==> config.mk <==
export PLATFORM = sky130hd
export DESIGN_NAME = mwap_div
export DESIGN_NICKNAME = d
export VERILOG_FILES = /design/src/rtl/core/mwap_pkg.sv /design/src/rtl/core/mwap_div.sv
export SDC_FILE = /design/constraint.sdc
export NUM_CORES = 1
export LEC_CHECK = 0
export BUFFER_PORTS_ARGS = -buffer_cell sky130_fd_sc_hd__buf_2
export CAP_MARGIN = 25
export CORE_ASPECT_RATIO = 1.5
export CORE_MARGIN = 8
export CORE_UTILIZATION = 42
export DETAILED_ROUTE_END_ITERATION = 8
export PLACE_DENSITY = 0.66
export RECOVER_POWER = 100
export SLEW_MARGIN = 15
export SYNTH_ARGS = -nofsm -noshare
export SYNTH_HDL_FRONTEND = slang
export SYNTH_SLANG_ARGS = --single-unit
==> constraint.sdc <==
create_clock -name clk -period 2.3 [get_ports clk]
set_input_delay 0.115 -clock clk [delete_from_list [all_inputs] [get_ports clk]]
set_output_delay 0.115 -clock clk [all_outputs]
set_load 0.02 [all_outputs]
==> src/rtl/core/mwap_pkg.sv <==
// shared types and constants for the moisture window average core
// no dependencies; every other file imports this package
package mwap_pkg;

    // field widths fixed by the data format
    localparam int RAW_W    = 16;
    localparam int SAMPLE_W = 12;
    localparam int LEVEL_W  = 12;
    localparam int MOIST_W  = 15;
    localparam int STATUS_W = 2;
    localparam int QUOT_W   = 15;
    localparam int ADDR_W   = 3;
    localparam int DATA_W   = 32;

    // one hundred percent times 256
    localparam logic [MOIST_W-1:0] FULL_SCALE = 15'd25600;

    // calibration register reset values
    localparam logic [LEVEL_W-1:0] DRY_RESET = 12'hFFF;
    localparam logic [LEVEL_W-1:0] WET_RESET = 12'h000;

    // register index, taken from paddr bit 2
    localparam logic REG_DRY = 1'b0;
    localparam logic REG_WET = 1'b1;

    typedef enum logic [STATUS_W-1:0] {
        STATUS_OK    = 2'd0,
        STATUS_RANGE = 2'd1,
        STATUS_CAL   = 2'd2
    } status_t;

    typedef enum logic [2:0] {
        ST_IDLE,
        ST_UPDATE,
        ST_PRODUCT,
        ST_SIGN,
        ST_SCALE,
        ST_DIVIDE,
        ST_DONE
    } state_t;

endpackage

==> src/rtl/core/mwap_div.sv <==
// restoring divider, one quotient bit per cycle
// expects dividend below divisor shifted up by QUOT_W; depends on mwap_pkg
module mwap_div
    import mwap_pkg::*;
#(
    parameter int DEN_W = 16
)
(
    input  logic                        clk,
    input  logic                        rst_n,
    input  logic                        start,
    input  logic [DEN_W+QUOT_W-1:0]     dividend,
    input  logic [DEN_W-1:0]            divisor,
    output logic                        done,
    output logic [QUOT_W-1:0]           quotient
);

    localparam int CNT_W = $clog2(QUOT_W + 1);

    logic [DEN_W-1:0]   rem_reg;
    logic [DEN_W-1:0]   rem_next;
    logic [QUOT_W-1:0]  shift_reg;
    logic [QUOT_W-1:0]  shift_next;
    logic [DEN_W-1:0]   den_reg;
    logic [CNT_W-1:0]   cnt_reg;
    logic               busy_reg;
    logic               done_reg;
    logic [DEN_W:0]     partial;
    logic [DEN_W:0]     trial;

    // one trial subtraction
    always_comb
    begin
        partial = {rem_reg, shift_reg[QUOT_W-1]};
        trial   = partial - {1'b0, den_reg};
        if (partial >= {1'b0, den_reg})
        begin
            rem_next   = trial[DEN_W-1:0];
            shift_next = {shift_reg[QUOT_W-2:0], 1'b1};
        end
        else
        begin
            rem_next   = partial[DEN_W-1:0];
            shift_next = {shift_reg[QUOT_W-2:0], 1'b0};
        end
    end

    // step counter and handshake
    always_ff @(posedge clk or negedge rst_n)
    begin
        if (!rst_n)
        begin
            busy_reg <= 1'b0;
            done_reg <= 1'b0;
            cnt_reg  <= '0;
        end
        else
        begin
            done_reg <= 1'b0;
            if (start)
            begin
                busy_reg <= 1'b1;
                cnt_reg  <= '0;
            end
            else if (busy_reg)
            begin
                cnt_reg <= cnt_reg + 1'b1;
                if (cnt_reg == CNT_W'(QUOT_W - 1))
                begin
                    busy_reg <= 1'b0;
                    done_reg <= 1'b1;
                end
            end
        end
    end

    // datapath: low dividend bits shift out as quotient bits shift in
    always_ff @(posedge clk)
    begin
        if (start)
        begin
            rem_reg   <= dividend[DEN_W+QUOT_W-1:QUOT_W];
            shift_reg <= dividend[QUOT_W-1:0];
            den_reg   <= divisor;
        end
        else if (busy_reg)
        begin
            rem_reg   <= rem_next;
            shift_reg <= shift_next;
        end
    end

    assign done     = done_reg;
    assign quotient = shift_reg;

endmodule

# Yosys cells after proc, flatten, opt, wreduce, memory -nomap -nowiden

Index checks and enable logic that the tools add are counted.
W data, S select, Z words.

Register bits after elaboration: 53
Bits in latches: 0
Memory bits (writable): 0
Memory bits (read-only): 0
Logic and storage cells: 25
Memories kept: 0

Add/sub/neg operators: 2
Multiply operators: 0
Div/mod/pow operators: 0
$lt $le $gt $ge: 1
Equal/unequal tests: 1
Shift-type cells: 0
Multiplexer cells: 14
Bitwise operators: 0
Reduce and logical (&&, ||, !) cells: 1

Operators with widths:

| operator              | number |
|---|---|
| $mux W16              | 3 |
| $mux W15              | 2 |
| $ge A17 B16 Y1        | 1 |
| $sub A16 B16 Y16      | 1 |
| $mux W4               | 2 |
| $mux W1               | 7 |
| $add A4 B1 Y4 const B | 1 |
| $eq A4 B4 Y1 const B  | 1 |
| $reduce_bool A2 Y1    | 1 |

# Logic depth before layout (Yosys ltp)

Word-level depth: 4
Depth in mapped cells: 10
Gate-level depth less buffers: 10

# Least setup slack after synthesis

Ideal clock, no wire load.

Kind: reg-to-reg
From: reg shift_reg[14], in the netlist quotient[14]
To: reg rem_reg[10], data pin
Library setup time: 0.261 ns
Arrival time: 2.303 ns
Data required time: 2.039 ns
Slack: -0.264 ns
Stages on the path, launching flop included: 11
Path buffers: 0
Period minus slack after synthesis: 2.564 ns
Cells stage by stage: edfxtp_1 inv_1 ha_1 inv_1 fa_1 a21o_1 a221oi_2 o21ai_1 xnor2_1 a211oi_1 a221o_1

Word-level cells in the longest chain between the ends: 4
Elaborated cells on any way between the ends: 5
Those cells by class: add/sub: 1; order compare: 1; mux: 3

RTL lines:

| element                                                   | RTL line                       | RTL |
|---|---|---|
| start: declaration                                        | mwap_div.sv:22                 | `logic [QUOT_W-1:0] shift_reg;` |
| start signal: assignment                                  | mwap_div.sv:83                 | `shift_reg <= dividend[QUOT_W-1:0];` |
| start signal: assignment                                  | mwap_div.sv:89                 | `shift_reg <= shift_next;` |
| $sub A16 B16 Y16 / $ge A17 B16 Y1 (equally long branches) | mwap_div.sv:35, mwap_div.sv:36 |  |
| $mux W16 (*)                                              | mwap_div.sv:36                 | `if (partial >= {1'b0, den_reg})` |
| $mux W16 (*)                                              | mwap_div.sv:86                 | `else if (busy_reg)` |
| $mux W16 (*)                                              | mwap_div.sv:80                 | `if (start)` |
| end signal: assignment                                    | mwap_div.sv:82                 | `rem_reg <= dividend[DEN_W+QUOT_W-1:QUOT_W];` |
| end signal: assignment                                    | mwap_div.sv:88                 | `rem_reg <= rem_next;` |
| end: declaration                                          | mwap_div.sv:20                 | `logic [DEN_W-1:0] rem_reg;` |

Mark *: on every way between the ends. The rest lies on a longest branch, timed or not. The select of a mux whose other input is x is not followed.
A chain may end at the register's enable or synchronous reset.

# Worst setup path in the final report

Ends and elaborated chain as after synthesis.

==> flow_summary.yaml <==
yosys:
  synth_nets: 361
  ys.warnings.count: 0
  synth.yosys.seq_area_share_pct: 47.9
  synth.distinct_cells: 59
  postSynth.asyncResetShare_pct: 11.3
  syn_avg_cell_area_um2: 11.2
  ys.flop_type: "edfxtp_1"
  syn-cell-area_mm2: 0.00326
  postSynthCellCount: 292
  synth_edf_count: 47
  synth-seq-cells: 53
global_route:
  use_met1_pct: 15.4
  gr-usage-met3_pct: 3.96
  top_usage_layer: "met2"
  overflow: 0
  grt_use_met2_pct: 28.3
  antenna_found_initial: 0
  grt_start_max_net_pins: 44
  grt.total_usage_pct: 15.3
  grt_pass1_vias: 2921
  grt_pass1_wl_um: 13000
route:
  ant_nets: 0
  dr.pass1.iters: 4
  routed-via-count: 2708
  wl_per_cell_um: 15.9
  drt_iter0_markers: 99
  drt-total-wl_um: 8110
  drc: 0
  viasPerCell: 5.31
worst_setup_path:
  slowest_stage: "edfxtp_1"
  crit_type: "reg -> reg"
  worstPathRequired_ns: 2.35
  critPathTopFamily: "compound AO/OA/AOI/OAI gates"
  reg2reg_depth: 10
  critPathMaxFanout: 5
  crit_path_start: "quotient[14]"
  crit_chain: "inv_2 -> ha_4 -> inv_2 -> fa_2 -> a21o_1 -> a221oi_4 -> o21ai_2 -> xnor2_1 -> a211oi_2 -> a221o_1"
  cpMostUsedCell: "inv_2"
  critPathLaunchType: "flop"
  r2r_start: "quotient[14]"
  r2r-end: "rem_reg[10]"
  path_buf_inv: 2
  r2r_slack_ns: -0.15
  slowest_delay_ns: 0.40
  crit_arrival_ns: 2.49
  crit_path_end_kind: "flop"
finish:
  final_util_pct: 58.9
  fin_area_mm2: 0.00445
  drive_gt1_share_pct: 39.5
  area_growth_pct: 36.8
  diodes: 0
  fin_cells: 510
  fin_nets: 476
floorplanning:
  die_y_um: 124
  initial_core_util_pct: 43.1
  core_region_area_mm2: 0.00756
  die-area_mm2: 0.0109
  io_pins: 66
  num_rows: 39
  dieWidth_um: 87.9
power:
  p_per_area_mw_per_mm2: 1120
  p_leak_nw: 1.87
  vdd.ir_drop.worst_mv: 0.523
sta:
  fin_skew_ns: 0.00636
  fmax_ghz: 0.409
  maxSlewViolCount: 0
  setup_ws_ns: -0.147
  hold_violations: 0
  fin_crit_ns: 2.45
  rsz0062_at_grt: "yes"
  timing.slew.headroom_pct: 49.4
  fin_crit_sh_pct: 106
  setup_viol: 5
  timing_worst_slew_pin_value_ns: 0.759
placed_design:
  placedInstanceArea_mm2: 0.00388
  dp_hpwl_um: 5890
  gp_congestion: 0.842
  dpl.cell_count: 473
  io_buffer_count: 65
run:
  drv_cap: 0
min_path:
  hold_start: "dividend[21]"
  hp-class: "in -> reg"
  holdPathStages: 3
  min_to: "rem_reg[6]"
clock_network:
  clock_latency_ns: 0.30
  cts_tree: "yes"
  root_buffer: "clkbuf_16"
  clk_path_buf_depth: 2
  clock-sinks: 53
  cts_buffers: 5
  path_clk_slew_ns: 0.07
  htree_levels: 2
run_status:
  violations: "negative setup slack"
  status: "complete, but fails checks"
==> power by group <==
group / internal, mW / leakage [nW] / switching (mW)
clock: 0.517 / 0.0810 / 0.346
sequential: 1.32 / 0.564 / 0.137
combinational: 1.31 / 1.23 / 1.39
==> stage by stage <==
step	setup WS (ns)	setup TNS [ns]	hold slack, ns	power, mW
after detailed placement	-0.142	-0.461	-0.0509	3.79
after floorplan	-0.144	-0.372	-0.181	3.02
after CTS	-0.138	-0.468	0.103	4.82
after global routing	-0.233	-1.29	0.115	5.34
after global placement	-0.101	-0.281	-0.0551	3.74
final	-0.147	-0.444	0.103	5.01
==> worst register-to-register path, cell delays in order (launching register included) <==
cell and delay, ns:
edfxtp_1 0.40, inv_2 0.09, ha_4 0.13, inv_2 0.03, fa_2 0.33, a21o_1 0.21
a221oi_4 0.37, o21ai_2 0.11, xnor2_1 0.20, a211oi_2 0.05, a221o_1 0.27
==> worst max-delay path by stage <==
| stage | end | slack, ns | cells after the start |
|---|---|---|---|
| detailed placement | rem_reg[10] | -0.14 | 10 |
| global placement | rem_reg[10] | -0.10 | 10 |
| floorplan | rem_reg[10] | -0.14 | 10 |
| CTS | rem_reg[8] | -0.14 | 10 |
| global route | rem_reg[10] | -0.23 | 10 |
| finish | rem_reg[10] | -0.15 | 10 |
==> per-layer routing <==
metal | vias up | part of all wire (%)
met5 | - | 0
met4 | 0 | 2.9
met3 | 17 | 4.6
met2 | 57 | 53
met1 | 1301 | 39
li1 | 1333 | -
==> Yosys cell counts (all sizes together), types with 2 or more instances <==
master  number  share of area, %
edfxtp      47                43
inv         24               2.8
nand2       20               2.4
ha          18               6.9
mux2        15               5.2
a21oi       14               2.2
nor2        12               1.6
buf          9               1.8
nand3        9               1.4
nand4b       8               2.2
o21ai        8               1.5
clkbuf       7              0.81
nor2b        7               1.3
o311ai       7               1.9
o31ai        7               1.8
xor2         7               1.9
a32oi        6               1.6
dfrtp        6               4.6
xnor2        6               1.6
a21o         5               1.2
a31oi        4              0.96
nand2b       4              0.77
nor3         4              0.77
o21a         4              0.96
a211oi       3              0.69
and3         3              0.58
mux2i        3              0.92
a221o        2              0.61
nand4        2              0.38
nor3b        2              0.46
o211ai       2              0.46
o21bai       2              0.46
==> repair_timing <==
action                                  in CTS  in global routing
gates cloned                                 0                  0
endpoints found under the hold margin       22                  0
pin swaps                                   12                  9
hold buffers                                17                  0
buffers inserted                             4                  8
endpoints found under the setup margin      12                 17
gates resized for setup                     12                 15
==> cells by family after synthesis <==
kind of cell             after synthesis  synth area share (%)
multiplexers                          18                  6.11
buffers and inverters                 40                  5.38
AO/OA/AOI/OAI                         72                  16.4
flip-flops                            53                  47.9
XOR/XNOR                              13                  3.50
AND/OR/NAND/NOR                       77                  13.1
adder cells (fa/ha/maj)               19                  7.53
==> cell usage in the layout (no fill, tap or decap), types with 5 or more instances in the layout <==
master	netlist	final
dfrtp_1	6	6
a21oi_1	14	14
inv_1	24	22
edfxtp_1	47	47
nand4b_1	8	8
xnor2_1	6	5
nor2b_1	7	7
nor2_1	11	11
a21o_1	5	5
dlygate4sd3_1	0	17
buf_2	5	64
ha_4	0	5
o311ai_1	5	6
buf_4	1	40
xor2_1	7	7
a32oi_1	6	6
clkbuf_16	0	5
ha_1	18	12
nand3_1	9	8
o31ai_1	6	6
nand2_1	19	18
mux2_2	15	15
==> area by class of cell <==
| class | count | area [um2] |
|---|---|---|
| Fill cell | 652 | 3110 |
| Multi-Input combinational cell | 199 | 1680 |
| Sequential cell | 53 | 1560 |
| Timing Repair Buffer | 124 | 826 |
| Clock buffer | 6 | 129 |
| Tap cell | 102 | 128 |
| Inverter | 24 | 90.1 |
| Clock inverter | 2 | 38.8 |
Power figures use the tool's default switching activity.
