File: src/rtl/core/mwap_pkg.sv
// shared types and constants for the moisture window average core
// no dependencies; every other file imports this package
package mwap_pkg;

    // field widths fixed by the data format
    localparam int RAW_W    = 16;
    localparam int SAMPLE_W = 12;
    localparam int LEVEL_W  = 12;
    localparam int MOIST_W  = 15;
    localparam int STATUS_W = 2;
    localparam int QUOT_W   = 15;
    localparam int ADDR_W   = 3;
    localparam int DATA_W   = 32;

    // one hundred percent times 256
    localparam logic [MOIST_W-1:0] FULL_SCALE = 15'd25600;

    // calibration register reset values
    localparam logic [LEVEL_W-1:0] DRY_RESET = 12'hFFF;
    localparam logic [LEVEL_W-1:0] WET_RESET = 12'h000;

    // register index, taken from paddr bit 2
    localparam logic REG_DRY = 1'b0;
    localparam logic REG_WET = 1'b1;

    typedef enum logic [STATUS_W-1:0] {
        STATUS_OK    = 2'd0,
        STATUS_RANGE = 2'd1,
        STATUS_CAL   = 2'd2
    } status_t;

    typedef enum logic [2:0] {
        ST_IDLE,
        ST_UPDATE,
        ST_PRODUCT,
        ST_SIGN,
        ST_SCALE,
        ST_DIVIDE,
        ST_DONE
    } state_t;

endpackage

File: src/rtl/core/mwap_ring.sv
// sample window store: one write port, one read port, registered read data
// depends on mwap_pkg
module mwap_ring
    import mwap_pkg::*;
#(
    parameter int DEPTH  = 8,
    parameter int SLOT_W = 3
)
(
    input  logic                clk,
    input  logic                rd_en,
    input  logic [SLOT_W-1:0]   rd_addr,
    output logic [SAMPLE_W-1:0] rd_data,
    input  logic                wr_en,
    input  logic [SLOT_W-1:0]   wr_addr,
    input  logic [SAMPLE_W-1:0] wr_data
);

    logic [SAMPLE_W-1:0] mem [DEPTH];
    logic [SAMPLE_W-1:0] rd_data_reg;

    // write port
    always_ff @(posedge clk)
    begin
        if (wr_en)
        begin
            mem[wr_addr] <= wr_data;
        end
    end

    // read port, registered read data
    always_ff @(posedge clk)
    begin
        if (rd_en)
        begin
            rd_data_reg <= mem[rd_addr];
        end
    end

    assign rd_data = rd_data_reg;

endmodule

File: config.mk
export PLATFORM = sky130hd
export DESIGN_NAME = mwap_ring
export DESIGN_NICKNAME = d
export VERILOG_FILES = /design/src/rtl/core/mwap_pkg.sv /design/src/rtl/core/mwap_ring.sv
export SDC_FILE = /design/constraint.sdc
export NUM_CORES = 1
export LEC_CHECK = 0
export BUFFER_PORTS_ARGS = -buffer_cell sky130_fd_sc_hd__buf_2
export CAP_MARGIN = 10
export CORE_ASPECT_RATIO = 0.7
export CORE_MARGIN = 2
export CORE_UTILIZATION = 59
export DETAILED_ROUTE_END_ITERATION = 8
export GPL_TIMING_DRIVEN = 0
export PLACE_DENSITY = 0.78
export SLEW_MARGIN = 20
export SYNTH_ARGS = -nofsm -noshare
export SYNTH_HDL_FRONTEND = slang
export SYNTH_SLANG_ARGS = --single-unit
File: constraint.sdc
create_clock -name clk -period 2.4 [get_ports clk]
set_input_delay 0.36 -clock clk [delete_from_list [all_inputs] [get_ports clk]]
set_output_delay 0.36 -clock clk [all_outputs]
set_load 0.03 [all_outputs]
# Word-level counts from Yosys, hierarchy flattened
# Memories as Yosys holds them, arrays and structs flattened. A register that Yosys moved wholly into a read port is not among the register bits.
# Cells that the tools add are included.
# word_totals
ff_bits	0
mem_bits_rw	96
input_bits	21
word_cells	3
n_memories	1
# op_classes
mux	2
# mem_list
name	words	width	read_ports	rd_clocked_by_memory_dff	wr	line_no	source
mem	8	12	1	1	1	mwap_ring.sv:19	logic [SAMPLE_W-1:0] mem [DEPTH];
# ops
cell	count
$mux W1	2

# Longest topological paths before layout
# Gate-level depths: netlist of run 1.
# logic_depth
depth_word	2
ltp_mapped	4

# Worst setup path after synthesis of run 1
# No wires, ideal clock.
# synth_path
path_kind	in2reg
start	input wr_addr[2]
end	memory mem[0][0] (enable)
t_arrival_ns	1.405
required_time_ns	2.004
slack_ns	0.598
path_stages	2
path_buffers	0
cell_sequence	nand2b_1 nor3_1
# synth_rtl
item	line_no	source
from (decl)	mwap_ring.sv:15	input logic [SLOT_W-1:0] wr_addr,
to (decl)	mwap_ring.sv:19	
# No word-level cell before the write port.

==> results of run 1 <==
worst min-delay path by stage:
| stage | from | to | cells past startpoint |
|---|---|---|---|
| 6_report | wr_data[3] | mem[3][3]$_DFFE_PP_ | 1 |
| 5_1_grt | wr_data[3] | mem[2][3]$_DFFE_PP_ | 1 |
| 4_1_cts | wr_data[7] | mem[2][7]$_DFFE_PP_ | 1 |
| 3_5_place_dp | wr_data[7] | mem[0][7]$_DFFE_PP_ | 1 |
| 3_3_place_gp | wr_data[7] | mem[2][7]$_DFFE_PP_ | 1 |
| 2_1_floorplan | wr_data[0] | mem[0][0]$_DFFE_PP_ | 0 |
Yosys cell counts:
cell and instances:
buf_2 2, clkbuf_1 2, mux4_2 3, nor2_1 6, mux2_2 12, buf_6 3, edfxtp_1 108, nand2b_1 3
nor3_1 2, mux4_1 21, nand2_1 2
cell families (layout without fill, tap and decap cells):
kind of cell / count (synthesis) / after routing / share of synthesized area (%)
AND/OR/NAND/NOR: 13 / 13 / 1.432
flip-flops: 108 / 108 / 78.95
multiplexers: 36 / 36 / 18.37
buffers and inverters: 7 / 56 / 1.249
area by class of cell:
class                           instances  share of cell area [%]
Multi-Input combinational cell         49                   18.08
Timing Repair Buffer                   34                   3.887
Buffer                                  7                   1.107
Clock buffer                           10                   2.753
Sequential cell                       108                   69.96
Clock inverter                          5                   1.673
Tap cell                               94                   2.537
routing by layer:
| metal | GRT usage (%) | wire [µm] | up-vias |
|---|---|---|---|
| met1 | 26.23 | 2985 | 945 |
| met4 | 7.808 | 123 | 0 |
| met2 | 32.97 | 3593 | 60 |
| li1 | - | - | 799 |
| met3 | 5.058 | 350 | 15 |
| met5 | 0 | 0 | - |
metrics by stage:
stage                     total power, mW  cell area (µm²)
after floorplan                     2.349             4108
after global routing                3.648             4636
after CTS                           3.558             4636
after detailed placement            2.448             4431
final                               3.534             4636
after global placement              2.424             4375
report_power, final:
part	switching, mW	total, mW	internal [mW]
logic	0.137	0.235	0.0978
registers	0.0153	2.17	2.15
clock network	0.553	1.13	0.579
critical path: cells and delay by family:
family / cells / cell delay (ns)
buffers and inverters: 2 / 0.61
multiplexers: 2 / 0.66
==> flow_summary.toml, run 1 <==
[final_layout]
largest_reg_flops = 96
drive_above_1_share_pct = 35.21
final_cell_mix = "108 x edfxtp_1, 32 x buf_2, 21 x mux4_1"
antennaDiodeCount = 0
multi_input_area_um2 = 838.3
fin_util_pct = 68.61
final_common_cell = "edfxtp_1"
n_fill_cell = 442
final_cell_count_no_fill = 307
fin_nets = 230
syn2layout_area_growth_pct = 12.85
regArea_um2 = 3243

[floorplanning]
num_rows = 25
die_x_um = 103.7
initial_core_util_pct = 60.80
core_area_um2 = 6756
fp.dieH_um = 73.81
ios = 33
fp.dieArea_um2 = 7656

[global_routing]
grt.overflow.total = 0
grt_pass1_wl_mm = 10.43
grt_max_degree = 17
antenna_found_initial = 0
grt_usage_pct = 19.89
first_global_vias = 1881

[yosys]
netlist_top_cells_area = "edfxtp_1 79%, mux4_1 13%, mux2_2 3.3%"
yosysTopAreaCell = "edfxtp_1"
seq_area_frac_synth_pct = 78.95
syn-num-nets = 185
avgSynthCellArea_um2 = 25.05
synth_warnings = 0
ys_ff_latch = 108
synth_cell_types = 11
synth_top_area_share_pct = 78.95
syn-cell-area_um2 = 4108
syn_inst = 164

[clock_network]
htreeDepth = 3
cts.sinks = 108
worstSkewPairLatency_ns = 0.36
cts_tree = "built"
ctsResizeCount = 0
cts_hold_buf = 0
cts_post_setup_buffers_inserted = 0
cts_root_buf = "clkbuf_8"
max-clock-path-buffers = 2
numCtsBuffers = 9
clk_pin_slew_ns = 0.09

[timing]
maxSlewViolCount = 0
final-hold-violation-count = 0
holdWs_ns = 0.2633
fin_tns_setup_ns = 0
finClkSkew_ns = 0.006629
setup_slack_ns = 0.8852
finalCritPeriodShare_pct = 63.12
fmax_mhz = 660.2
finalSetupViolCount = 0
worstMarginPinSlew_ns = 0.8190
rsz0062_at_grt = "no"
finalCriticalPeriod_ns = 1.515
slew_headroom_pct = 45.34

[setup_path]
crit_fanout = 10
startpoint = "rd_addr[2]"
critPathLaunchType = "input port"
cp-end-kind = "flip-flop"
critPathRequiredTime_ns = 2.52
worst-r2r-setup-slack_ns = 0.95
crit_chain = "clkbuf_1 -> buf_2 -> mux4_1 -> mux2_2"
crit_end = "rd_data[1]$_DFFE_PP_"
reg2reg_depth = 2
crit_type = "input port to flip-flop"
r2r-end = "rd_data[1]$_DFFE_PP_"
critPathArrivalTime_ns = 1.63
slowest_delay_ns = 0.38
cp_slowest_cell = "mux4_1"
r2r-start = "mem[2][1]$_DFFE_PP_"

[route]
dr_total_vias = 1819
wirelength_mm = 7.052
drt_pass1_iterations = 4
wl_per_cell_um = 22.97
drc = 0
drtIter0Drc = 127
vias_per_cell = 5.925
ant_nets = 0

[placement]
dp_hpwl_mm = 4.547
portBuffers = 30
dp.cells = 292
gp_congestion = 0.6614
place_ws_ns = 0.5152

[pwr]
powerDensity_nw_per_um2 = 762.4
max-vdd-ir-drop_mv = 0.5120
p_leak_nw = 1.571

[flow_run]
maxCapViolCount = 0

[min_path]
worst_hold_path_type = "input port to flip-flop"

[outcome]
status = "complete, no violations"
Note: power is estimated with default switching activity, not from simulation.
==> run 2, diff against run 1 <==
- CORE_UTILIZATION: 59 -> 53
- PLACE_DENSITY: 0.78 -> 0.74
- clock period: 2.4 -> 1.3 ns (I/O delays scaled with it)
==> run 2 against run 1 <==
  * The flow now finishes with violations (negative setup slack)
  * Global-route usage down 1.8 points
  * Sequential share of layout area increased by 1.6 points
  * Via count down 3.1%
  * Critical path depth is 2 lower
  * Combinational power grew 94%
  * Routed wire length increased by 0.28%
  * Worst setup slack got worse by 0.97 ns
  * Clock power rose by 53%
  * Die area grew 11%
  * Flip-flop and latch count stayed put
  * Design area down 2.3%
==> flow_summary.toml, run 2 (synthesized netlist as in run 1, its figures left out) <==
[global_routing]
first_global_vias = 1883
grt.overflow.total = 0
grt_pass1_wl_mm = 10.47
grt_usage_pct = 18.04
grt_max_degree = 18
antenna_found_initial = 0

[final_layout]
fin_nets = 226
fin_util_pct = 61.07
regArea_um2 = 3243
final_cell_mix = "108 x edfxtp_1, 32 x buf_2, 24 x mux4_2"
largest_reg_flops = 96
n_fill_cell = 533
final_common_cell = "edfxtp_1"
antennaDiodeCount = 0
multi_input_area_um2 = 783.3
syn2layout_area_growth_pct = 10.26
drive_above_1_share_pct = 44.29

[floorplanning]
fp.dieH_um = 77.66
die_x_um = 109.2
fp.dieArea_um2 = 8482
initial_core_util_pct = 55.38
core_area_um2 = 7417
ios = 33
num_rows = 26

[clock_network]
max-clock-path-buffers = 2
worstSkewPairLatency_ns = 0.35
numCtsBuffers = 9
cts_hold_buf = 0
cts.sinks = 108
clk_pin_slew_ns = 0.09
cts_root_buf = "clkbuf_8"
cts_tree = "built"
htreeDepth = 3

[route]
drc = 0
vias_per_cell = 5.724
ant_nets = 0
wirelength_mm = 7.072
drtIter0Drc = 142
drt_pass1_iterations = 4
dr_total_vias = 1763
wl_per_cell_um = 22.96

[setup_path]
critPathRequiredTime_ns = 1.41
critPathArrivalTime_ns = 1.50
critPathLaunchType = "flip-flop"
crit_type = "flip-flop to flip-flop"
crit_fanout = 1
cp-end-kind = "flip-flop"

[timing]
worstMarginPinSlew_ns = 0.8227
holdWs_ns = 0.1129
fmax_mhz = 721.6
finClkSkew_ns = 0.006215
finalCritPeriodShare_pct = 106.6
finalCriticalPeriod_ns = 1.386
final-hold-violation-count = 0
finalSetupViolCount = 12
rsz0062_at_grt = "yes"
slew_headroom_pct = 45.09
fin_tns_setup_ns = -0.8003
maxSlewViolCount = 0
setup_slack_ns = -0.08582

[pwr]
p_leak_nw = 1.469
max-vdd-ir-drop_mv = 0.8144
p_total_mw = 6.190
powerDensity_nw_per_um2 = 1367

[outcome]
failed_checks = "negative setup slack"
status = "finished with violations"

[flow_run]
maxCapViolCount = 0

[placement]
dp_hpwl_mm = 4.234
gp_congestion = 0.6555
portBuffers = 30

[min_path]
worst_hold_path_type = "input port to flip-flop"
run 2: cell types whose count changed in the layout (fill, tap and decap cells not counted), moves of 2 or more:
cell,previous run,this run
mux2_4,0,3
nor3_2,2,0
nor3_4,0,2
mux4_2,3,24
buf_8,0,3
mux2_2,12,9
buf_4,4,0
bufinv_16,2,0
mux4_1,21,0
buf_6,3,0
run 2: what timing repair did:
action / CTS / global route
pin swaps: 0 / 0
setup endpoints to repair: 12 / 12
buffers inserted: 0 / 0
resized for setup: 18 / 2
run 2: metal layers:
layer	global-route usage, %	up-vias	routed length (µm)
met1	24.61	931	3110
met5	0	-	0
li1	-	771	-
met2	29.01	59	3529
met4	4.557	0	17
met3	5.294	2	415
run 2: area by class of cell:
cell class	instances	area share, %
Buffer	7	1.381
Clock buffer	10	2.818
Clock inverter	6	0.8840
Multi-Input combinational cell	49	17.29
Sequential cell	108	71.60
Tap cell	98	2.707
Timing Repair Buffer	30	3.315
run 2: critical path: stages (launching register included):
cell and delay, ns:
edfxtp_1 0.39, mux4_2 0.49, mux2_4 0.27
run 2: where the power goes:
part	leakage, nW	total [mW]	switching, mW	internal (mW)
registers	0.990	4.01	0.0328	3.97
clock network	0.0880	1.73	1.03	0.698
logic	0.392	0.455	0.260	0.195
total	1.47	6.19	1.32	4.87
run 2: through the flow:
stage	setup WS [ns]	cells	area, µm²
floorplan	-0.1779	164	4134
global placement	-0.5544	292	4407
detailed placement	-0.3877	292	4429
CTS	-0.1000	308	4537
global route	-0.1367	308	4529
finish	-0.08582	308	4529
run 2: final timing paths:
kind / startpoint / endpoint / slack (ns) / cells after the start
max: mem[7][1]$_DFFE_PP_ / rd_data[1]$_DFFE_PP_ / -0.09 / 2
min: wr_data[6] / mem[0][6]$_DFFE_PP_ / 0.11 / 1
max reg2reg: mem[7][1]$_DFFE_PP_ / rd_data[1]$_DFFE_PP_ / -0.09 / 2
min reg2reg: mem[4][10]$_DFFE_PP_ / rd_data[10]$_DFFE_PP_ / 0.77 / 2
