### src/rtl/core/mwap_pkg.sv
// shared types and constants for the moisture window average core
// no dependencies; every other file imports this package
package mwap_pkg;

    // field widths fixed by the data format
    localparam int RAW_W    = 16;
    localparam int SAMPLE_W = 12;
    localparam int LEVEL_W  = 12;
    localparam int MOIST_W  = 15;
    localparam int STATUS_W = 2;
    localparam int QUOT_W   = 15;
    localparam int ADDR_W   = 3;
    localparam int DATA_W   = 32;

    // one hundred percent times 256
    localparam logic [MOIST_W-1:0] FULL_SCALE = 15'd25600;

    // calibration register reset values
    localparam logic [LEVEL_W-1:0] DRY_RESET = 12'hFFF;
    localparam logic [LEVEL_W-1:0] WET_RESET = 12'h000;

    // register index, taken from paddr bit 2
    localparam logic REG_DRY = 1'b0;
    localparam logic REG_WET = 1'b1;

    typedef enum logic [STATUS_W-1:0] {
        STATUS_OK    = 2'd0,
        STATUS_RANGE = 2'd1,
        STATUS_CAL   = 2'd2
    } status_t;

    typedef enum logic [2:0] {
        ST_IDLE,
        ST_UPDATE,
        ST_PRODUCT,
        ST_SIGN,
        ST_SCALE,
        ST_DIVIDE,
        ST_DONE
    } state_t;

endpackage

### src/rtl/core/mwap_cfg.sv
// apb-style calibration registers: dry and wet levels
// depends on mwap_pkg
module mwap_cfg
    import mwap_pkg::*;
(
    input  logic                clk,
    input  logic                rst_n,
    input  logic                psel,
    input  logic                penable,
    input  logic                pwrite,
    input  logic [ADDR_W-1:0]   paddr,
    input  logic [DATA_W-1:0]   pwdata,
    output logic [DATA_W-1:0]   prdata,
    output logic                pready,
    output logic [LEVEL_W-1:0]  dry_level,
    output logic [LEVEL_W-1:0]  wet_level
);

    logic [LEVEL_W-1:0] dry_reg;
    logic [LEVEL_W-1:0] wet_reg;
    logic               wr_en;
    logic               reg_sel;

    assign pready  = 1'b1;
    assign wr_en   = psel && penable && pwrite && pready;
    assign reg_sel = paddr[2];

    // register writes, upper data bits dropped
    always_ff @(posedge clk or negedge rst_n)
    begin
        if (!rst_n)
        begin
            dry_reg <= DRY_RESET;
            wet_reg <= WET_RESET;
        end
        else if (wr_en)
        begin
            if (reg_sel == REG_DRY)
            begin
                dry_reg <= pwdata[LEVEL_W-1:0];
            end
            else
            begin
                wet_reg <= pwdata[LEVEL_W-1:0];
            end
        end
    end

    // read mux
    always_comb
    begin
        unique case (reg_sel)
            REG_DRY: prdata = DATA_W'(dry_reg);
            REG_WET: prdata = DATA_W'(wet_reg);
            default: prdata = '0;
        endcase
    end

    assign dry_level = dry_reg;
    assign wet_level = wet_reg;

endmodule

### config.mk
export PLATFORM = sky130hd
export DESIGN_NAME = mwap_cfg
export DESIGN_NICKNAME = d
export VERILOG_FILES = /design/src/rtl/core/mwap_pkg.sv /design/src/rtl/core/mwap_cfg.sv
export SDC_FILE = /design/constraint.sdc
export NUM_CORES = 1
export LEC_CHECK = 0
export ABC_AREA = 1
export BUFFER_PORTS_ARGS = -buffer_cell sky130_fd_sc_hd__buf_2
export CORE_MARGIN = 4
export CORE_UTILIZATION = 43
export CTS_CLUSTER_SIZE = 10
export DETAILED_ROUTE_END_ITERATION = 8
export PLACE_DENSITY = 0.83
export RECOVER_POWER = 100
export SYNTH_ARGS = -nofsm -noshare
export SYNTH_HDL_FRONTEND = slang
export SYNTH_SLANG_ARGS = --single-unit
### constraint.sdc
create_clock -name clk -period 1 [get_ports clk]
set_input_delay 0.1 -clock clk [delete_from_list [all_inputs] [get_ports clk]]
set_output_delay 0.1 -clock clk [all_outputs]
set_load 0.05 [all_outputs]
* Yosys cells after proc, flatten, opt, wreduce, memory -nomap -nowiden
Cells that the tools add are included.
Storage, ports and cells: flip-flop bits (word level) 24, bits of input ports 40, word-level logic and storage cells 8
Cells by class: multiplexer cells 1, bitwise gates (word level) 1, reduce and logical (&&, ||, !) cells 4
Operators with widths (number):
- one-hot mux 32 bit (2 select lines) | 1
- AND reduction 2 bit | 2
- logical AND 1 bit | 2
- inverter 1 bit | 1

* Depth between registers and ports, before layout
Gate-level depths: netlist of run 1.
depth after elaboration 3, depth in mapped cells 6, depth with buffers taken out 4

* Worst setup path before layout of run 1
Ideal clock, no wire load.
path type register to output, start register dry_reg[0], in the netlist dry_level[0], end output prdata[0], arrival time 1.104 ns, required time 0.900 ns, setup slack -0.204 ns, cell stages (with the launch flop) 3, buffers on the path 0, path through dfstp_2 -> nand2_1 -> nand2_1
Between the ends: cells in the longest elaborated chain, start to end 1
RTL lines:
- start, declared | line mwap_cfg.sv:19 | logic [LEVEL_W-1:0] dry_reg;
- start signal, assigned | line mwap_cfg.sv:40 | dry_reg <= pwdata[LEVEL_W-1:0];
- one-hot mux 32 bit (2 select lines) | line mwap_cfg.sv:52 | unique case (reg_sel)
- end, declared | line mwap_cfg.sv:13 | output logic [DATA_W-1:0] prdata,
No other way between the ends. The select of a mux whose other input is x is not followed.

* Final worst setup path of run 1
start register dry_reg[11], in the netlist dry_level[11], end output prdata[11]
Same word-level chain as after synthesis.

==> flow_summary.toml, run 1 <==
[timing]
rsz0062_at_grt = "true"
clock_skew_ns = 0
hold_viol_final = 0
finalCritPeriodShare = 1.27
finalCriticalPeriod_ns = 1.27
max-slew-margin-rel = 0.606
final-max-slew-violation-count = 0
finalSetupViolCount = 36
worst_hold_slack_ns = 0.000522
timing.fmax_ghz = 0.787
post-route-worst-setup-slack_ns = -0.271
worstMarginPinSlew_ns = 0.590
timing.setup.tns_ns = -5.33

[floorplanning]
design.portCount = 97
die_y_um = 63.4
fp.dieArea_um2 = 4020
die-width_um = 63.4
core_area_um2 = 2850
std_cell_rows = 19
start_util = 0.462

[hold_path]
min_delay_path_depth = 3
worstHoldEndpoint = "dry_level[10]"
worst_hold_path_type = "input pin to flop"
hold_path_startpoint = "pwdata[10]"

[run_status]
result_of_the_run = "finished with violations"
violated_checks = "negative setup slack"

[global_route]
grt_pass1_wl_mm = 5.78
grt_util_overall = 0.178
number_of_antenna_violations_at_the_first_check_in_global_routing = 0
grt_start_max_net_pins = 25
vias_in_the_first_global_route = 1205
grt_remaining_overflow = 0

[logic_synthesis]
post_synth_top_area_share = 0.242
netlist_area_um2 = 1320
synth_largest_area_cell = "nand2_1"
sequential_fraction_of_the_synthesis_area = 0.467
synthMostInstantiatedCell = "nand2_1"
yosys-top-cells-count = "nand2_1, nand3_1, buf_4, dfrtp_1, dfstp_2"
synth_area_per_cell_um2 = 7.76
asyncSetResetFlopFracSynth = 1.00
synth.distinct_cells = 13
ys.flop_type = "dfstp_2"
synthesized_netlist_cell_count = 170
synth_enable_flop_cells = 0
synth_area_leaders = "nand2_1, dfstp_2, dfrtp_1, buf_4, nand3_1"
yosysWarnings = 0
ys_ff_latch = 24

[flow_run]
maxCapViolations = 0

[power_and_ir_drop]
totalPowerFinal_mw = 4.45
power_leakage_nw = 1.10
total_power_per_unit_cell_area_nw_per_um2 = 2070
vdd_drop_max_mv = 1.11

[worst_setup_path]
critical_path_buf_inv_count = 1
critical_path_arrival_ns = 1.17
cp-start-kind = "flop"
setup.reg_to_reg.worst_slack_ns = 0.15
critical-path-slowest-cell = "dfstp_2"
setup.worst_path.class = "flop to primary output"
setup.worst_path.start = "dry_level[11]"
worst_setup_path_end_kind = "primary output"
r2r_cells = 3
critPathMaxStageDelay_ns = 0.59
critical_path_peak_fanout = 3
r2r_start = "dry_level[9]"
path_cells = "nand2_2 -> nand2_4 -> buf_8"
worst_ep_required_time_ns = 0.90
regToRegEndpoint = "dry_level[9]"
cp_top_family = "flip-flops"

[placement]
gpl_wtd_cong = 0.724
port-buffer-count = 53
dp_hpwl_mm = 2.29

[finish]
final_nets = 278
layout-drive-gt1-share = 0.498
area_added_between_synthesis_and_finish_pct = 63.0
diodes = 0
layout.filler_cells = 196
core_occupancy_in_the_finished_layout = 0.754

[detailed_routing]
wl_per_cell_um = 13.7
drc = 0
met2RoutedLength_mm = 1.91
route.vias.total = 1265
totalWireLength_mm = 3.66
drt_pass1_iterations = 4
route.antenna.remaining_nets = 0
detail_route.iter0.violations = 52
avgViaCountPerCell = 4.72
detailroute.wirelength.met3_um = 211
m1_wl_mm = 1.51
highest_layer = "met4"

[clock_network]
clock_path_buffers = 2
h_tree_depth = 1
cts-root-buf = "clkbuf_4"
insertion_delay_ns = 0.31
clkTransAtPathRegs_ns = 0.13
tritoncts = "built"
tritoncts_num_sinks = 24
tritoncts.num_buffers = 3
## layer usage
| metal | global-route usage | vias to the layer above |
|---|---|---|
| met4 | 0.0512 | 0 |
| met1 | 0.222 | 587 |
| li1 | - | 622 |
| met2 | 0.312 | 52 |
| met5 | 0 | - |
| met3 | 0.0320 | 4 |
## layout make-up
type / count / area, um^2 / share of cell area
Timing Repair Buffer: 74 / 773 / 0.360
Multi-Input combinational cell: 133 / 673 / 0.313
Sequential cell: 24 / 631 / 0.293
Tap cell: 31 / 38.8 / 0.0180
Clock buffer: 4 / 26.3 / 0.0122
Inverter: 2 / 7.51 / 0.00349
## cells in the final DEF, fill, tap and decap left out, types with 3 or more instances in the layout
cell type / instances
conb_1: 21
nand2_1: 61
nand3_1: 24
nand2_4: 13
dlygate4sd3_1: 8
dfstp_2: 12
buf_2: 13
buf_6: 13
dfrtp_2: 12
clkbuf_4: 3
buf_8: 21
clkbuf_1: 4
buf_4: 12
buf_12: 3
nand2_2: 11
## stage by stage
step / std cells / worst slack (ns) / area (um^2)
final: 268 / -0.271 / 2150
after global routing: 268 / -0.315 / 2150
after CTS: 266 / -0.263 / 2090
after detailed placement: 250 / -0.0233 / 1700
after global placement: 250 / 0.00127 / 1700
after floorplan: 189 / -0.0461 / 1530
## report_power, final
part | internal [mW] | total (mW) | switching, mW | leakage (nW)
clock | 0.156 | 0.445 | 0.289 | 0.0150
combinational | 0.924 | 2.56 | 1.63 | 0.824
sequential | 1.24 | 1.45 | 0.206 | 0.262
## cell families (layout without fill, tap and decap cells)
family	Yosys count	count (layout)	share of synthesized area
buffers and inverters	32	80	0.172
flip-flops	24	24	0.467
other	2	21	0.00569
AND/OR/NAND/NOR	112	112	0.356
## sequential cells by signal (all words and copies together) (netlist names)
name	cells
wet_level	12
dry_level	12
## how the worst max path moves through the flow
stage / to / slack [ns] / depth (start not counted)
after global routing: prdata[3] / -0.32 / 3
final: prdata[11] / -0.27 / 3
after global placement: prdata[0] / 0.001 / 3
after CTS: prdata[9] / -0.26 / 3
after detailed placement: prdata[9] / -0.02 / 3
after floorplan: prdata[0] / -0.05 / 2
## timing repair
item,CTS,global route
hold buffers,8,0
endpoints found under the hold margin,19,0
setup buffers,4,2
resized for setup,80,13
setup endpoints to repair,36,36
pin swaps,14,1
## worst register-to-register path: stages (launching register included)
cell	delay [ns]
dfstp_2	0.59
buf_4	0.11
nand2_1	0.05
nand2_1	0.06
No activity file was read; power rests on OpenSTA's default activity.
==> run 2, diff against run 1 <==
Settings changed: BUFFER_PORTS_ARGS -buffer_cell sky130_fd_sc_hd__buf_2 to -buffer_cell sky130_fd_sc_hd__clkbuf_2, CORE_ASPECT_RATIO set to 1.25.
==> run 2 against run 1 <==
  * The run ends with negative hold slack, negative setup slack left
  * Cell count rose by 4.5%
  * Worst hold slack worse by 0.0016 ns
  * Wire length grew 11%
  * Via count grew 7.0%
  * Fmax fell by 3.1%
  * Utilization grew 6.8 points
  * Clock skew unchanged
  * Total power is 13% higher
  * Cell area grew 13%
  * Register-to-register slack worse by 0.05 ns
  * Critical path depth unchanged
  * Sequential share of layout area shrank 3.3 points
  * Critical endpoint is now prdata[5]
  * Highest routed layer unchanged
==> flow_summary.toml, run 2 (synthesis gave the netlist of run 1 again) <==
[run_status]
result_of_the_run = "finished with violations"
violated_checks = "negative hold slack, negative setup slack"

[floorplanning]
die-width_um = 57.5
core_area_um2 = 2950
design.portCount = 97
fp.dieArea_um2 = 4020
start_util = 0.448
std_cell_rows = 22
die_y_um = 69.9

[worst_setup_path]
critical_path_buf_inv_count = 1
path_cells = "nand2_2 -> nand2_4 -> clkbuf_16"
critical_path_cell_count = 3
worst_ep_required_time_ns = 0.90
setup.worst_path.class = "flop to primary output"
cp-start-kind = "flop"
worst_setup_path_end_kind = "primary output"
cp_top_family = "flip-flops"
critical-path-slowest-cell = "dfstp_2"
critical_path_peak_fanout = 3
critPathMaxStageDelay_ns = 0.59
r2r_cells = 4
critical_path_arrival_ns = 1.21

[global_route]
grt_pass1_wl_mm = 6.24
grt_remaining_overflow = 0
grt_start_max_net_pins = 25
grt_util_overall = 0.198
vias_in_the_first_global_route = 1292
number_of_antenna_violations_at_the_first_check_in_global_routing = 0

[timing]
post-route-worst-setup-slack_ns = -0.312
finalCritPeriodShare = 1.31
worst_hold_slack_ns = -0.00113
finalCriticalPeriod_ns = 1.31
timing.fmax_ghz = 0.762
clock_skew_ns = 0
timing.setup.tns_ns = -6.10
finalSetupViolCount = 36
final-max-slew-violation-count = 0
rsz0062_at_grt = "true"
hold_viol_final = 1

[detailed_routing]
route.vias.total = 1354
drt_pass1_iterations = 4
route.antenna.remaining_nets = 0
detail_route.iter0.violations = 35
avgViaCountPerCell = 4.84
detailroute.wirelength.met3_um = 216
totalWireLength_mm = 4.04
wl_per_cell_um = 14.4
drc = 0
highest_layer = "met4"
met2RoutedLength_mm = 2.31
m1_wl_mm = 1.40

[clock_network]
clkTransAtPathRegs_ns = 0.13
h_tree_depth = 1
clock_path_buffers = 2
cts-root-buf = "clkbuf_4"
tritoncts.num_buffers = 3
tritoncts_num_sinks = 24
insertion_delay_ns = 0.32
tritoncts = "built"

[placement]
dp_hpwl_mm = 2.31
dpl_worst_slack_ns = -0.0171
port-buffer-count = 53
gpl_wtd_cong = 0.735
placement.cell_area_um2 = 1760

[finish]
layout_common_cells = "nand2_1, nand3_1, conb_1"
layout.cells.most_common = "nand2_1"
design_area_um2 = 2420
final_nets = 285
diodes = 0
layout-drive-gt1-share = 0.504
area_added_between_synthesis_and_finish_pct = 83.5

[power_and_ir_drop]
power_leakage_nw = 1.21
total_power_per_unit_cell_area_nw_per_um2 = 2070
vdd_drop_max_mv = 1.25
totalPowerFinal_mw = 5.02

[hold_path]
worst_hold_path_type = "input pin to flop"
min_delay_path_depth = 3

[flow_run]
maxCapViolations = 0
[run 2: through the flow]
stage	std cells	util
floorplan	189	-
global placement	259	0.599
detailed placement	259	0.599
CTS	276	0.799
global route	280	0.822
finish	280	0.822
[run 2: per-layer routing]
metal  vias to the layer above  track usage
met1                       652        0.235
met3                        10       0.0222
met5                         -            0
li1                        636            -
met4                         0       0.0825
met2                        56        0.353
[run 2: worst register-to-register path, delay by kind of cell (launching register included)]
kind | cells | cell delay [ns]
AND/OR/NAND/NOR | 2 | 0.09
buffers and inverters | 2 | 0.20
flip-flops | 1 | 0.58
[run 2: cell type report]
| class | count | area, um^2 |
|---|---|---|
| Inverter | 2 | 7.51 |
| Fill cell | 174 | 526 |
| Clock inverter | 1 | 30.0 |
| Sequential cell | 24 | 631 |
| Timing Repair Buffer | 81 | 1020 |
| Clock buffer | 3 | 22.5 |
| Multi-Input combinational cell | 133 | 668 |
| Tap cell | 36 | 45.0 |
[run 2: worst paths after layout]
path | from | to | slack [ns]
worst max-delay path | dry_level[5] | prdata[5] | -0.31
worst min-delay path | pwdata[6] | dry_level[6] | -0.001
worst max register to register | dry_level[4] | dry_level[4] | 0.10
worst min register to register | dry_level[10] | dry_level[10] | 0.49
max in group asynchronous | rst_n | dry_level[5] | 0.14
min in group asynchronous | rst_n | wet_level[4] | 0.20
[run 2: report_power, final]
| part | total, mW | switching (mW) | internal (mW) |
|---|---|---|---|
| sequential | 1.47 | 0.226 | 1.24 |
| clock | 0.709 | 0.303 | 0.405 |
| combinational | 2.84 | 1.67 | 1.18 |
| total | 5.02 | 2.20 | 2.82 |
[run 2: what timing repair did]
item | 4_1_cts | 5_1_grt
setup buffers | 1 | 4
gates resized for setup | 77 | 31
endpoints found under the hold margin | 30 | 0
setup endpoints to repair | 36 | 36
pin swaps | 16 | 3
hold buffers | 12 | 0
==> run 3, diff against run 2 <==
Settings changed: CAP_MARGIN set to 20, GPL_TIMING_DRIVEN set to 0.
==> run 3 against run 2 <==
  * The run ends with negative setup slack left
  * Clock skew unchanged
  * First-iteration DRC count up 71%
  * Cell count up 9.3%
  * Wire length up 14%
  * Worst setup slack worse by 0.022 ns
  * Sequential share of layout area down 1.6 points
  * Critical path type unchanged
  * Largest power group unchanged
==> flow_summary.toml, run 3 (synthesis gave the netlist of run 1 again) <==
[clock_network]
insertion_delay_ns = 0.32
clock_path_buffers = 2
h_tree_depth = 1
clkTransAtPathRegs_ns = 0.13
cts-root-buf = "clkbuf_4"
tritoncts_num_sinks = 24
tritoncts = "built"
tritoncts.num_buffers = 3

[timing]
post-route-worst-setup-slack_ns = -0.333
timing.setup.tns_ns = -6.56
finalCritPeriodShare = 1.33
clock_skew_ns = 0
max-slew-margin-rel = 0.615
final-max-slew-violation-count = 0
finalSetupViolCount = 37
finalCriticalPeriod_ns = 1.33
worst_hold_slack_ns = 0.0308
rsz0062_at_grt = "true"
timing.fmax_ghz = 0.750
hold_viol_final = 0
worstMarginPinSlew_ns = 0.578

[power_and_ir_drop]
p_comb_frac = 0.604
internal_power_mw = 2.74
total_power_per_unit_cell_area_nw_per_um2 = 1930
totalPowerFinal_mw = 4.99
power_leakage_nw = 1.33
net-switching-power_mw = 2.25
vdd_drop_max_mv = 1.52
swShare = 0.450
share_of_power_burned_in_the_clock_network = 0.104
power_frac_seq = 0.292

[worst_setup_path]
worst_ep_required_time_ns = 0.90
cp-start-kind = "flop"
critical_path_peak_fanout = 3
r2r_cells = 5
critical_path_arrival_ns = 1.23
path_cells = "nand2_2 -> nand2_4 -> clkbuf_16"
setup.worst_path.class = "flop to primary output"
setup.reg_to_reg.worst_slack_ns = -0.04
critPathMaxStageDelay_ns = 0.60
worst_setup_path_end_kind = "primary output"
regToRegEndpoint = "dry_level[6]"
r2r_start = "dry_level[6]"
critical-path-slowest-cell = "dfstp_2"

[placement]
dp_hpwl_mm = 2.53
port-buffer-count = 52
gpl_wtd_cong = 0.706

[global_route]
grt_util_overall = 0.214
grt_start_max_net_pins = 25
number_of_antenna_violations_at_the_first_check_in_global_routing = 0
grt_remaining_overflow = 0
vias_in_the_first_global_route = 1388
grt_pass1_wl_mm = 6.62

[detailed_routing]
avgViaCountPerCell = 4.77
route.antenna.remaining_nets = 0
detail_route.iter0.violations = 60
route.vias.total = 1459
wl_per_cell_um = 15.1
drt_pass1_iterations = 4
drc = 0
totalWireLength_mm = 4.62

[floorplanning]
die-width_um = 57.5
design.portCount = 97
fp.dieArea_um2 = 4020
core_area_um2 = 2950
start_util = 0.448
die_y_um = 69.9
std_cell_rows = 22

[finish]
layout-drive-gt1-share = 0.544
final_nets = 311
multiInputGateArea_um2 = 668
layout.cells.most_common = "nand2_1"
regArea_um2 = 631
area_added_between_synthesis_and_finish_pct = 95.7
diodes = 0
layout_common_cells = "nand2_1, buf_4, nand3_1"
core_occupancy_in_the_finished_layout = 0.876
layout.filler_cells = 155

[flow_run]
maxCapViolations = 0

[hold_path]
worst_hold_path_type = "input pin to flop"
hold_path_startpoint = "paddr[2]"
min_delay_path_depth = 3
worstHoldEndpoint = "wet_level[2]"

[run_status]
violated_checks = "negative setup slack"
result_of_the_run = "finished with violations"
[run 3: critical path: cells and delay by family, from the launching register on]
kind                   cells  cell delay, ns
flip-flops                 1            0.60
AND/OR/NAND/NOR            2            0.16
buffers and inverters      1            0.16
[run 3: what timing repair did]
item | in CTS | in global routing
buffers inserted | 2 | 10
endpoints found under the setup margin | 36 | 36
hold buffers | 13 | 0
gates resized for setup | 83 | 28
hold endpoints to repair | 25 | 0
pin swaps | 12 | 0
[run 3: how the worst max path moves through the flow]
stage / startpoint / endpoint / slack, ns / depth (start not counted)
after floorplan: dry_level[0] / prdata[0] / -0.05 / 2
after global placement: paddr[2] / prdata[0] / -0.24 / 5
after detailed placement: paddr[2] / prdata[6] / -0.25 / 6
after CTS: dry_level[8] / prdata[8] / -0.30 / 3
after global routing: dry_level[1] / prdata[1] / -0.36 / 3
final: dry_level[0] / prdata[0] / -0.33 / 3
[run 3: layer usage]
layer | vias up | wire length (um) | track usage
met5 | - | 0 | 0
met4 | 0 | 157 | 0.101
met3 | 10 | 259 | 0.0296
met2 | 67 | 2630 | 0.398
met1 | 694 | 1570 | 0.227
li1 | 688 | - | -
[run 3: layout make-up]
class                      instances  area share
inverter                           2     0.00291
sequential                        24       0.244
buffer                            30      0.0848
tap                               36      0.0175
multi-input combinational        133       0.259
timing repair buffer              77       0.378
clock buffer                       4      0.0141
[run 3: metrics by stage]
| step | std cells | instance area (um^2) | setup WS (ns) |
|---|---|---|---|
| finish | 306 | 2580 | -0.333 |
| floorplan | 189 | 1530 | -0.0461 |
| CTS | 296 | 2460 | -0.297 |
| global placement | 277 | 1830 | -0.236 |
| detailed placement | 277 | 1830 | -0.252 |
| global route | 306 | 2580 | -0.360 |
[run 3: power groups by stage]
stage / clock network (mW) / registers [mW] / logic (mW)
final: 0.520 / 1.46 / 3.01
after global routing: 0.560 / 1.48 / 3.12
after CTS: 0.514 / 1.42 / 2.72
after detailed placement: 0 / 1.42 / 2.00
after global placement: 0 / 1.41 / 1.98
after floorplan: 0 / 2.06 / 0.959
